`src/hdl/jsu_pkg.sv`:
```
// Shared types, codes and lookup functions for the JSON string unescape unit.
// No dependencies; imported by every module of the block.
package jsu_pkg;

   localparam int LENGTH_WIDTH_DEFAULT = 16;
   localparam int MAX_LEN_RESET        = 4096;
   localparam int QUEUE_DEPTH          = 4;

   typedef enum logic [1:0] {
      KIND_BYTE = 2'd0,
      KIND_DONE = 2'd1,
      KIND_ERR  = 2'd2
   } kind_type;

   typedef enum logic [2:0] {
      ERR_NO_QUOTE     = 3'd0,
      ERR_UNTERMINATED = 3'd1,
      ERR_BAD_ESCAPE   = 3'd2,
      ERR_BAD_UNICODE  = 3'd3,
      ERR_CONTROL      = 3'd4,
      ERR_TOO_LONG     = 3'd5
   } err_code_type;

   typedef enum logic [1:0] {
      TAIL_NONE = 2'd0,
      TAIL_DONE = 2'd1,
      TAIL_ERR  = 2'd2
   } tail_type;

   // One accepted text byte, classified: up to three decoded bytes and a tail.
   typedef struct packed {
      logic [1:0]   nbytes;
      logic [7:0]   byte0;
      logic [7:0]   byte1;
      logic [7:0]   byte2;
      tail_type     tail;
      err_code_type err;
   } item_type;

   localparam logic [7:0] CH_QUOTE     = 8'h22;
   localparam logic [7:0] CH_BACKSLASH = 8'h5C;
   localparam logic [7:0] CH_U         = 8'h75;
   localparam logic [7:0] CTRL_LIMIT   = 8'h20;

   // {valid, digit value}
   function automatic logic [4:0] hex_value(input logic [7:0] c);
      logic [4:0] r;
      r = 5'd0;
      if (c >= 8'h30 && c <= 8'h39) begin
         r = {1'b1, 4'(c - 8'h30)};
      end else if (c >= 8'h61 && c <= 8'h66) begin
         r = {1'b1, 4'(c - 8'h57)};
      end else if (c >= 8'h41 && c <= 8'h46) begin
         r = {1'b1, 4'(c - 8'h37)};
      end
      return r;
   endfunction

   // {valid, mapped byte} for single-letter escapes
   function automatic logic [8:0] escape_map(input logic [7:0] c);
      logic [8:0] r;
      unique case (c)
         8'h22:   r = {1'b1, 8'h22};
         8'h5C:   r = {1'b1, 8'h5C};
         8'h2F:   r = {1'b1, 8'h2F};
         8'h62:   r = {1'b1, 8'h08};
         8'h66:   r = {1'b1, 8'h0C};
         8'h6E:   r = {1'b1, 8'h0A};
         8'h72:   r = {1'b1, 8'h0D};
         8'h74:   r = {1'b1, 8'h09};
         default: r = 9'd0;
      endcase
      return r;
   endfunction

endpackage

```
`src/hdl/jsu_front.sv`:
```
// Front end: scan state machine, one text byte per cycle while accept is high,
// classified into items. Depends on jsu_pkg.
module jsu_front #(
   parameter int LENGTH_WIDTH = jsu_pkg::LENGTH_WIDTH_DEFAULT
) (
   input  logic                    clock,
   input  logic                    reset,
   input  logic                    accept,
   input  logic [7:0]              text_byte,
   input  logic                    end_of_text,
   input  logic                    csr_write,
   input  logic [LENGTH_WIDTH-1:0] csr_max_string_length,
   output logic                    item_push,
   output jsu_pkg::item_type       item
);
   import jsu_pkg::*;

   typedef enum logic [1:0] {
      MODE_IDLE,
      MODE_TEXT,
      MODE_ESC,
      MODE_HEX
   } mode_type;

   mode_type                mode_ff, mode_in;
   logic [15:0]             acc_ff, acc_in;
   logic [1:0]              cnt_ff, cnt_in;
   logic [LENGTH_WIDTH:0]   len_ff, len_in;
   logic [LENGTH_WIDTH-1:0] max_ff;

   logic [4:0]              hexv;
   logic [8:0]              escv;
   logic [15:0]             acc_next;
   logic [LENGTH_WIDTH:0]   len_sum;
   logic                    do_after;
   logic                    do_fail;
   err_code_type            fail_code;
   item_type                it;

   assign hexv     = hex_value(text_byte);
   assign escv     = escape_map(text_byte);
   assign acc_next = {acc_ff[11:0], hexv[3:0]};

   always_comb begin
      mode_in   = mode_ff;
      acc_in    = acc_ff;
      cnt_in    = cnt_ff;
      len_in    = len_ff;
      do_after  = 1'b0;
      do_fail   = 1'b0;
      fail_code = ERR_NO_QUOTE;
      it        = '0;
      it.tail   = TAIL_NONE;
      it.err    = ERR_NO_QUOTE;

      unique case (mode_ff)
         MODE_IDLE: begin
            if (text_byte != CH_QUOTE) begin
               do_fail   = 1'b1;
               fail_code = ERR_NO_QUOTE;
            end else if (end_of_text) begin
               do_fail   = 1'b1;
               fail_code = ERR_UNTERMINATED;
            end else begin
               mode_in = MODE_TEXT;
               len_in  = '0;
            end
         end
         MODE_TEXT: begin
            if (text_byte == CH_QUOTE) begin
               it.tail = TAIL_DONE;
               mode_in = MODE_IDLE;
               acc_in  = '0;
               cnt_in  = '0;
               len_in  = '0;
            end else if (text_byte == CH_BACKSLASH) begin
               if (end_of_text) begin
                  do_fail   = 1'b1;
                  fail_code = ERR_BAD_ESCAPE;
               end else begin
                  mode_in = MODE_ESC;
               end
            end else if (text_byte < CTRL_LIMIT) begin
               do_fail   = 1'b1;
               fail_code = ERR_CONTROL;
            end else begin
               it.nbytes = 2'd1;
               it.byte0  = text_byte;
               do_after  = 1'b1;
            end
         end
         MODE_ESC: begin
            if (text_byte == CH_U) begin
               if (end_of_text) begin
                  do_fail   = 1'b1;
                  fail_code = ERR_BAD_UNICODE;
               end else begin
                  mode_in = MODE_HEX;
                  acc_in  = '0;
                  cnt_in  = '0;
               end
            end else if (!escv[8]) begin
               do_fail   = 1'b1;
               fail_code = ERR_BAD_ESCAPE;
            end else begin
               mode_in   = MODE_TEXT;
               it.nbytes = 2'd1;
               it.byte0  = escv[7:0];
               do_after  = 1'b1;
            end
         end
         MODE_HEX: begin
            if (!hexv[4]) begin
               do_fail   = 1'b1;
               fail_code = ERR_BAD_UNICODE;
            end else if (cnt_ff != 2'd3) begin
               acc_in = acc_next;
               cnt_in = cnt_ff + 2'd1;
               if (end_of_text) begin
                  do_fail   = 1'b1;
                  fail_code = ERR_BAD_UNICODE;
               end
            end else begin
               // fourth digit: emit UTF-8 for the code point
               mode_in  = MODE_TEXT;
               acc_in   = '0;
               cnt_in   = '0;
               do_after = 1'b1;
               if (acc_next < 16'h0080) begin
                  it.nbytes = 2'd1;
                  it.byte0  = acc_next[7:0];
               end else if (acc_next < 16'h0800) begin
                  it.nbytes = 2'd2;
                  it.byte0  = 8'hC0 | {3'b000, acc_next[10:6]};
                  it.byte1  = 8'h80 | {2'b00, acc_next[5:0]};
               end else begin
                  it.nbytes = 2'd3;
                  it.byte0  = 8'hE0 | {4'h0, acc_next[15:12]};
                  it.byte1  = 8'h80 | {2'b00, acc_next[11:6]};
                  it.byte2  = 8'h80 | {2'b00, acc_next[5:0]};
               end
            end
         end
         default: begin
            mode_in = MODE_IDLE;
         end
      endcase

      len_sum = len_ff + {{(LENGTH_WIDTH-1){1'b0}}, it.nbytes};

      if (do_after) begin
         if (len_sum > {1'b0, max_ff}) begin
            do_fail   = 1'b1;
            fail_code = ERR_TOO_LONG;
         end else if (end_of_text) begin
            do_fail   = 1'b1;
            fail_code = ERR_UNTERMINATED;
         end else begin
            len_in = len_sum;
         end
      end

      if (do_fail) begin
         it.tail = TAIL_ERR;
         it.err  = fail_code;
         mode_in = MODE_IDLE;
         acc_in  = '0;
         cnt_in  = '0;
         len_in  = '0;
      end
   end

   assign item      = it;
   assign item_push = accept && (it.nbytes != 2'd0 || it.tail != TAIL_NONE);

   always_ff @(posedge clock) begin
      if (reset) begin
         mode_ff <= MODE_IDLE;
         acc_ff  <= '0;
         cnt_ff  <= '0;
         len_ff  <= '0;
         max_ff  <= LENGTH_WIDTH'(MAX_LEN_RESET);
      end else begin
         if (accept) begin
            mode_ff <= mode_in;
            acc_ff  <= acc_in;
            cnt_ff  <= cnt_in;
            len_ff  <= len_in;
         end
         if (csr_write) begin
            max_ff <= csr_max_string_length;
         end
      end
   end

endmodule

```
`src/hdl/jsu_queue.sv`:
```
// Small register queue of classified items between front and back end.
// Depends on jsu_pkg.
module jsu_queue #(
   parameter int DEPTH = jsu_pkg::QUEUE_DEPTH
) (
   input  logic              clock,
   input  logic              reset,
   input  logic              push,
   input  jsu_pkg::item_type push_item,
   input  logic              pop,
   output jsu_pkg::item_type pop_item,
   output logic              full,
   output logic              nonempty
);
   import jsu_pkg::*;

   localparam int AW = (DEPTH > 1) ? $clog2(DEPTH) : 1;

   item_type      store_ff [DEPTH];
   logic [AW-1:0] wr_ff, wr_in;
   logic [AW-1:0] rd_ff, rd_in;
   logic [AW:0]   count_ff, count_in;
   logic          do_push, do_pop;

   assign full     = (count_ff == (AW+1)'(DEPTH));
   assign nonempty = (count_ff != '0);
   assign do_push  = push && !full;
   assign do_pop   = pop && nonempty;
   assign pop_item = store_ff[rd_ff];

   always_comb begin
      wr_in    = wr_ff;
      rd_in    = rd_ff;
      count_in = count_ff;
      if (do_push) begin
         wr_in = (wr_ff == AW'(DEPTH - 1)) ? '0 : wr_ff + 1'b1;
      end
      if (do_pop) begin
         rd_in = (rd_ff == AW'(DEPTH - 1)) ? '0 : rd_ff + 1'b1;
      end
      if (do_push && !do_pop) begin
         count_in = count_ff + 1'b1;
      end else if (do_pop && !do_push) begin
         count_in = count_ff - 1'b1;
      end
   end

   always_ff @(posedge clock) begin
      if (reset) begin
         wr_ff    <= '0;
         rd_ff    <= '0;
         count_ff <= '0;
      end else begin
         wr_ff    <= wr_in;
         rd_ff    <= rd_in;
         count_ff <= count_in;
      end
      if (do_push) begin
         store_ff[wr_ff] <= push_item;
      end
   end

endmodule

```
`src/hdl/jsu_back.sv`:
```
// Back end: expands queued items into single results, one per cycle
// while popped, held in an output register. Depends on jsu_pkg.
module jsu_back (
   input  logic              clock,
   input  logic              reset,
   input  logic              q_nonempty,
   input  jsu_pkg::item_type q_item,
   output logic              q_pop,
   output logic              rsp_empty,
   input  logic              rsp_pop,
   output logic [1:0]        rsp_result_kind,
   output logic [7:0]        rsp_decoded_byte,
   output logic [2:0]        rsp_error_code,
   output logic              rsp_run_last
);
   import jsu_pkg::*;

   item_type   cur_ff;
   logic       cur_valid_ff;
   logic [1:0] pos_ff;
   logic       out_valid_ff;
   kind_type   kind_ff, kind_in;
   logic [7:0] byte_ff, byte_in;
   logic [2:0] err_ff, err_in;
   logic       last_ff;

   logic [2:0] total;
   logic       cur_last;
   logic       out_free;
   logic       emit;

   assign total    = {1'b0, cur_ff.nbytes} + {2'b00, cur_ff.tail != TAIL_NONE};
   assign cur_last = ({1'b0, pos_ff} + 3'd1) == total;
   assign out_free = !out_valid_ff || rsp_pop;
   assign emit     = cur_valid_ff && out_free;
   assign q_pop    = q_nonempty && (!cur_valid_ff || (emit && cur_last));

   always_comb begin
      kind_in = KIND_BYTE;
      byte_in = '0;
      err_in  = '0;
      if ({1'b0, pos_ff} < {1'b0, cur_ff.nbytes}) begin
         unique case (pos_ff)
            2'd0:    byte_in = cur_ff.byte0;
            2'd1:    byte_in = cur_ff.byte1;
            default: byte_in = cur_ff.byte2;
         endcase
      end else if (cur_ff.tail == TAIL_DONE) begin
         kind_in = KIND_DONE;
      end else begin
         kind_in = KIND_ERR;
         err_in  = cur_ff.err;
      end
   end

   always_ff @(posedge clock) begin
      if (reset) begin
         cur_valid_ff <= 1'b0;
         pos_ff       <= '0;
         out_valid_ff <= 1'b0;
      end else begin
         if (q_pop) begin
            cur_valid_ff <= 1'b1;
            pos_ff       <= '0;
         end else if (emit) begin
            if (cur_last) begin
               cur_valid_ff <= 1'b0;
               pos_ff       <= '0;
            end else begin
               pos_ff <= pos_ff + 2'd1;
            end
         end
         if (emit) begin
            out_valid_ff <= 1'b1;
         end else if (rsp_pop) begin
            out_valid_ff <= 1'b0;
         end
      end
      if (q_pop) begin
         cur_ff <= q_item;
      end
      if (emit) begin
         kind_ff <= kind_in;
         byte_ff <= byte_in;
         err_ff  <= err_in;
         last_ff <= cur_last;
      end
   end

   assign rsp_empty        = !out_valid_ff;
   assign rsp_result_kind  = kind_ff;
   assign rsp_decoded_byte = byte_ff;
   assign rsp_error_code   = err_ff;
   assign rsp_run_last     = last_ff;

endmodule

```
`src/hdl/json_string_unescape_unit.sv`:
```
// JSON string unescape unit: one text byte accepted per cycle unless req_full,
// decoded bytes out one result per cycle while the output is popped. An item's
// first result passes the queue, current-item and output registers; the 4-entry
// queue between scanner and expander absorbs multi-byte UTF-8 runs. Synchronous
// active-high reset idles the scanner, empties queue and output, and sets the
// length limit to 4096. Depends on jsu_pkg, jsu_front, jsu_queue, jsu_back.
module json_string_unescape_unit #(
   parameter int LENGTH_WIDTH = jsu_pkg::LENGTH_WIDTH_DEFAULT
) (
   input  logic                    clock,
   input  logic                    reset,
   input  logic                    req_push,
   output logic                    req_full,
   input  logic [7:0]              req_text_byte,
   input  logic                    req_end_of_text,
   output logic                    rsp_empty,
   input  logic                    rsp_pop,
   output logic [1:0]              rsp_result_kind,
   output logic [7:0]              rsp_decoded_byte,
   output logic [2:0]              rsp_error_code,
   output logic                    rsp_run_last,
   input  logic                    csr_write,
   input  logic [LENGTH_WIDTH-1:0] csr_max_string_length
);
   import jsu_pkg::*;

   item_type f_item;
   item_type q_item;
   logic     f_push;
   logic     q_full;
   logic     q_nonempty;
   logic     q_pop;
   logic     accept;

   assign req_full = q_full;
   assign accept   = req_push && !q_full;

   jsu_front #(.LENGTH_WIDTH(LENGTH_WIDTH)) u_front (
      .clock                 (clock),
      .reset                 (reset),
      .accept                (accept),
      .text_byte             (req_text_byte),
      .end_of_text           (req_end_of_text),
      .csr_write             (csr_write),
      .csr_max_string_length (csr_max_string_length),
      .item_push             (f_push),
      .item                  (f_item)
   );

   jsu_queue #(.DEPTH(QUEUE_DEPTH)) u_queue (
      .clock     (clock),
      .reset     (reset),
      .push      (f_push),
      .push_item (f_item),
      .pop       (q_pop),
      .pop_item  (q_item),
      .full      (q_full),
      .nonempty  (q_nonempty)
   );

   jsu_back u_back (
      .clock            (clock),
      .reset            (reset),
      .q_nonempty       (q_nonempty),
      .q_item           (q_item),
      .q_pop            (q_pop),
      .rsp_empty        (rsp_empty),
      .rsp_pop          (rsp_pop),
      .rsp_result_kind  (rsp_result_kind),
      .rsp_decoded_byte (rsp_decoded_byte),
      .rsp_error_code   (rsp_error_code),
      .rsp_run_last     (rsp_run_last)
   );

endmodule

```
`config.mk`:
```
export PLATFORM = sky130hd
export DESIGN_NAME = json_string_unescape_unit
export DESIGN_NICKNAME = d
export VERILOG_FILES = /design/src/hdl/jsu_pkg.sv /design/src/hdl/jsu_front.sv /design/src/hdl/jsu_queue.sv /design/src/hdl/jsu_back.sv /design/src/hdl/json_string_unescape_unit.sv
export SDC_FILE = /design/constraint.sdc
export NUM_CORES = 1
export LEC_CHECK = 0
export BUFFER_PORTS_ARGS = -buffer_cell sky130_fd_sc_hd__buf_2
export CAP_MARGIN = 20
export CELL_PAD_IN_SITES_DETAIL_PLACEMENT = 0
export CELL_PAD_IN_SITES_GLOBAL_PLACEMENT = 2
export CORE_AREA = 2 2 160 162
export DETAILED_ROUTE_END_ITERATION = 8
export DIE_AREA = 0 0 162 164
export PLACE_DENSITY = 0.84
export SLEW_MARGIN = 40
export SYNTH_ARGS = -nofsm -noshare
export SYNTH_HDL_FRONTEND = slang
export SYNTH_HIERARCHICAL = 1
export SYNTH_SLANG_ARGS = --single-unit
```
`constraint.sdc`:
```
create_clock -name clock -period 8.6 [get_ports clock]
set_input_delay 0.86 -clock clock [delete_from_list [all_inputs] [get_ports clock]]
set_output_delay 0.86 -clock clock [all_outputs]
set_load 0.02 [all_outputs]
```
== Word level (Yosys, flattened, before mapping) ==
Memory sizes are Yosys's and may differ from the RTL's. A register that Yosys moved wholly into a read port is not among the register bits.
Cells that the tools add are included.
Cells by class
  multiplexer cells: 104
  reduce and logical (&&, ||, !) cells: 36
  equality and inequality tests: 31
  add/sub/neg operators: 12
  magnitude comparators: 11
Operator list (count)
  17-bit 2-to-1 mux: 8
  12-bit 2-to-1 mux: 6
  9-bit one-hot mux with 8 select lines: 1
  8-bit by 7-bit == test with 1-bit output (second input constant): 7
  26-bit 2-to-1 mux: 2
  2-bit 2-to-1 mux: 25
  12-bit one-hot mux with 3 select lines: 1
  17-bit one-hot mux with 2 select lines: 1
  3-bit 2-to-1 mux: 11
  16-bit 2-to-1 mux: 2
  10-bit 2-to-1 mux: 3
  10-bit one-hot mux with 3 select lines: 1
  1-bit 2-to-1 mux: 29
  9-bit 2-to-1 mux: 3
  5-bit 2-to-1 mux: 4
  17-bit by 2-bit adder with 17-bit output: 1
  17-bit by 16-bit > comparator with 1-bit output: 1
  8-bit by 6-bit == test with 1-bit output (second input constant): 2
  8-bit by 7-bit >= comparator with 1-bit output (second input constant): 2
  8-bit by 7-bit <= comparator with 1-bit output (second input constant): 2
  16-bit by 12-bit < comparator with 1-bit output (second input constant): 1
  16-bit by 8-bit < comparator with 1-bit output (second input constant): 1
  8-bit one-hot mux with 2 select lines: 1
  2-bit nonzero test: 7
  38 further kinds: 72
Storage, ports and cells
  memories kept: 1
  input port bits: 30
  bits in registers: 74
  logic and storage cells: 210
  output and inout bits: 16
  bits in writable memories: 124
Memories
  u_queue.store_ff: words 4, width 31, read ports 1, clocked after Yosys merged registers in 1, write ports 1, RTL line jsu_queue.sv:19  | item_type store_ff [DEPTH];

== Logic depth before layout (Yosys ltp) ==
  depth after elaboration: 24
  depth in mapped cells: 31
  gate-level depth less buffers: 31

== Modules after synthesis ==
Netlist, hierarchy kept.
Modules (own cells, without submodules)
  jsu_queue: cells an instance 211, seq. area each 3903.7 sq um, area each 4959.8 sq um, instances 1
  jsu_front: cells an instance 465, seq. area each 980.9 sq um, area each 3861.2 sq um, instances 1
  jsu_back: cells an instance 118, seq. area each 1431.4 sq um, area each 1891.8 sq um, instances 1
  json_string_unescape_unit: cells an instance 1, seq. area each 0.0 sq um, area each 13.8 sq um, instances 1

== Least setup slack after synthesis ==
Ideal clock, no wire load.
  kind: input port to flip-flop
  start point: input req_text_byte[0]
  end point: register u_queue.count_ff[2]
  setup slack: 1.620 ns
  cell stages on the path: 31
  library setup time: 0.070 ns
  data required time: 8.530 ns
  arrival time: 6.910 ns
  buffers on the path: 1
  cell sequence: inv_1 > ha_1 > o21bai_1 > a2111oi_0 > clkbuf_1 > o211a_1 > o21ai_0 > a21oi_1 > ha_1 > fa_1 > inv_1 > nor2_1 > nand2_1 > and2_1 > or2_2 > ha_1 > a211oi_1 > nor2_1 > a2111o_1 > a2111oi_0 > o211ai_1 > a21oi_4 > a21oi_1 > bufinv_8 > nor2_2 > ha_1 > inv_1 > fa_1 > xor2_1 > or3_1 > a21oi_1
RTL lines
  start: declaration: RTL line json_string_unescape_unit.sv:14  | input logic [7:0] req_text_byte,
  end signal: assignment: RTL line jsu_queue.sv:56  | count_ff <= count_in;
  end: declaration: RTL line jsu_queue.sv:22  | logic [AW:0] count_ff, count_in;

==> metrics.txt <==
Final Routed Wirelength=20.4 mm; final setup fails=0; syn avg cell area=13.5 um2; deepest clock path buffer count=3; via count=6,446; Worst slew margin=0.450; Lkg Pwr=4.30 nW; later-pin clock latency in the skew report=530 ps; wire length per cell=17.2 um; PostCTS Resize Cnt=0; most frequent CP cell=ha_1; I/O pin count=46; CTS tree=built; complex-gate fraction of the synthesized area=0.111; RSZ-0062 raised after global routing=false; outcome=completed; Crit. End Element=flip-flop; die height=164 um; Die ar.=26,600 um2; fmax=0.132 GHz; #FFs+latches synth=231; Synth cell types=90; post-route cell area=12,000 um2; core region area=24,800 um2; Worst Tran Pin Value=823 ps; first-pass GRT wire length=33.8 mm; TritonRoute pass-1 iters=4; vias in the first global route=6,306; # fillers=2,210; Mapped Cells=795; Synth Area in Simple Gates=0.106; cell area after synthesis=10,700 um2; worst path arrival time=8060 ps; Final period util=0.884; hold slack=484 ps; fin worst setup slack=996 ps; GRT Total Usage=0.159; ys flop type=edfxtp_1; clk root buf=clkbuf_16; fraction of layout cells with a size suffix above 1=0.190; Initial Util=0.432; worst reg2reg endpoint=u_queue/count_ff[2]; proportion of synthesized area in mux cells=0.0849; total power divided by cell area=270 nW/um2; largest net degree at the start of global routing=38; Detailed Place HPWL=14.1 mm; element type at the critical path start=primary input; largest family of logic cells by synthesized area=compound AO/OA/AOI/OAI gates; CTS Sinks=231; vias per cell=5.41; critical path class=in2reg; maximum VDD drop=0.137 mV; Area Overhead vs Synth=11.6%; post-CTS setup buffer count=0; Register-to-Register Path Depth=26; nets=916; most frequent cells in the layout=169 x edfxtp_1, 62 x nor2_1, 60 x dfxtp_1; H-tree depth=1; Hold Crit Endpoint=u_front/len_ff[0]; gpl congestion=0.849; r2r setup slk=1690 ps; hold path startpoint=u_front/len_ff[0]; hold path depth=1; CTS buffer count=25; area share of fa/ha/maj cells after synthesis=0.0504; commonest non-fill, non-tap cell in the layout=edfxtp_1; total gr overflow=0; CP required=9050 ps; number of remaining DRC errors=0; CTS clk-pin slew, worst paths=60 ps; placed instance area=11,200 um2; Slew Viols, Final=0; CP max stage cell=a21boi_0; die width=162 um; Port Buffer Count=45; sequential share of the synthesized area=0.589; asr flop ratio synth=0; Ys Warns=6; Synth Area in XOR/XNOR=0.0147; initial antenna violation count=0; final hold violations=0; antenna cells=0; EDFF count, synth=169; Final min period=7600 ps; Post-Place Worst Slack=549 ps; CP peak stage delay=560 ps; Hold WC Path Type=reg2reg; total negative slack=0 ps; CTS Hold Bufs=0; 1st-iter DRT viols=416; crit-path max FO=9; Setup Skew=11.1 ps; # rows=58; total power draw=0.00323 W; ANT nets after route=0; max_cap viols=0; FF-to-FF Start=u_front/acc_ff[8]
## metrics by stage
step / std cells / utilization
after floorplan: 796 / -
after global placement: 1145 / 0.451
after detailed placement: 1146 / 0.451
after CTS: 1191 / 0.482
after global routing: 1192 / 0.482
final: 1192 / 0.482
## synthesized netlist by cell type (6+ instances only)
cell type | number | share of area
a22o_1 | 22 | 0.018
and2_1 | 6 | 0.0035
mux2i_1 | 19 | 0.018
xnor2_1 | 10 | 0.0082
nor2_1 | 63 | 0.022
and3_1 | 11 | 0.0064
nor3_1 | 7 | 0.0033
nand4_1 | 8 | 0.0047
inv_1 | 44 | 0.015
nand2_1 | 41 | 0.014
mux4_2 | 31 | 0.065
clkbuf_1 | 15 | 0.0052
ha_1 | 40 | 0.047
dfxtp_1 | 62 | 0.12
xor2_1 | 8 | 0.0065
or2_2 | 6 | 0.0035
buf_4 | 10 | 0.0070
edfxtp_1 | 169 | 0.47
nand3_1 | 14 | 0.0065
o211ai_1 | 6 | 0.0042
a22oi_1 | 14 | 0.0098
a21oi_1 | 39 | 0.018
o21ai_0 | 28 | 0.013
## report_power, final
part,internal [W],switching [W],leakage [nW]
Sequential,0.00148,0.0000750,2.05
Combinational,0.000279,0.000404,1.88
Clock,0.000567,0.000421,0.375
## worst max-delay path: cells and delay by family
| family | cells | cell delay, ps |
|---|---|---|
| AOI/OAI and AO/OA | 10 | 2980 |
| xor gates and xnor gates | 1 | 70 |
| adders and majority gates | 6 | 1360 |
| buffers and inverters | 6 | 880 |
| and+or+nand+nor | 10 | 1900 |
## cells by family after synthesis
kind of cell / Yosys count
other: 1
AND/OR/NAND/NOR: 207
buffers and inverters: 84
flip-flops: 231
XOR/XNOR: 18
multiplexers: 52
adder cells (fa/ha/maj): 42
AO/OA/AOI/OAI: 160
## worst max path at each step
stage	endpoint	slack, ps	start
5_1_grt	u_queue/count_ff[2]	250	req_text_byte[0]
2_1_floorplan	u_queue/count_ff[2]	1620	req_text_byte[0]
6_report	u_queue/count_ff[2]	1000	req_text_byte[0]
3_3_place_gp	u_queue/count_ff[2]	780	req_text_byte[0]
4_1_cts	u_queue/count_ff[2]	1060	req_text_byte[0]
3_5_place_dp	u_queue/count_ff[2]	550	req_text_byte[0]
## cell type report
cell class	instances	area, um2	area share
flip-flops and latches	231	6320	0.528
multi-input cells	481	3950	0.330
clock buffers	29	641	0.0535
well taps	330	413	0.0345
repair buffers	58	327	0.0273
inverters	47	195	0.0163
clock inverters	16	124	0.0103
## metal layers
| layer | GRT usage | part of all wire |
|---|---|---|
| met1 | 0.229 | 0.48 |
| met2 | 0.253 | 0.46 |
| met3 | 0.0260 | 0.040 |
| met4 | 0.0406 | 0.019 |
| met5 | 0 | 0 |
## state kept, by name, indices dropped and copies added (netlist names), 3 cells and up, named ones only
register,cells
u_back/rsp_error_code,3
u_queue/store_ff,124
u_back/cur_ff,31
u_front/acc_ff,12
u_queue/count_ff,3
u_front/max_ff,16
u_front/len_ff,17
u_back/rsp_decoded_byte,8
Note: power is estimated with default switching activity, not from simulation.
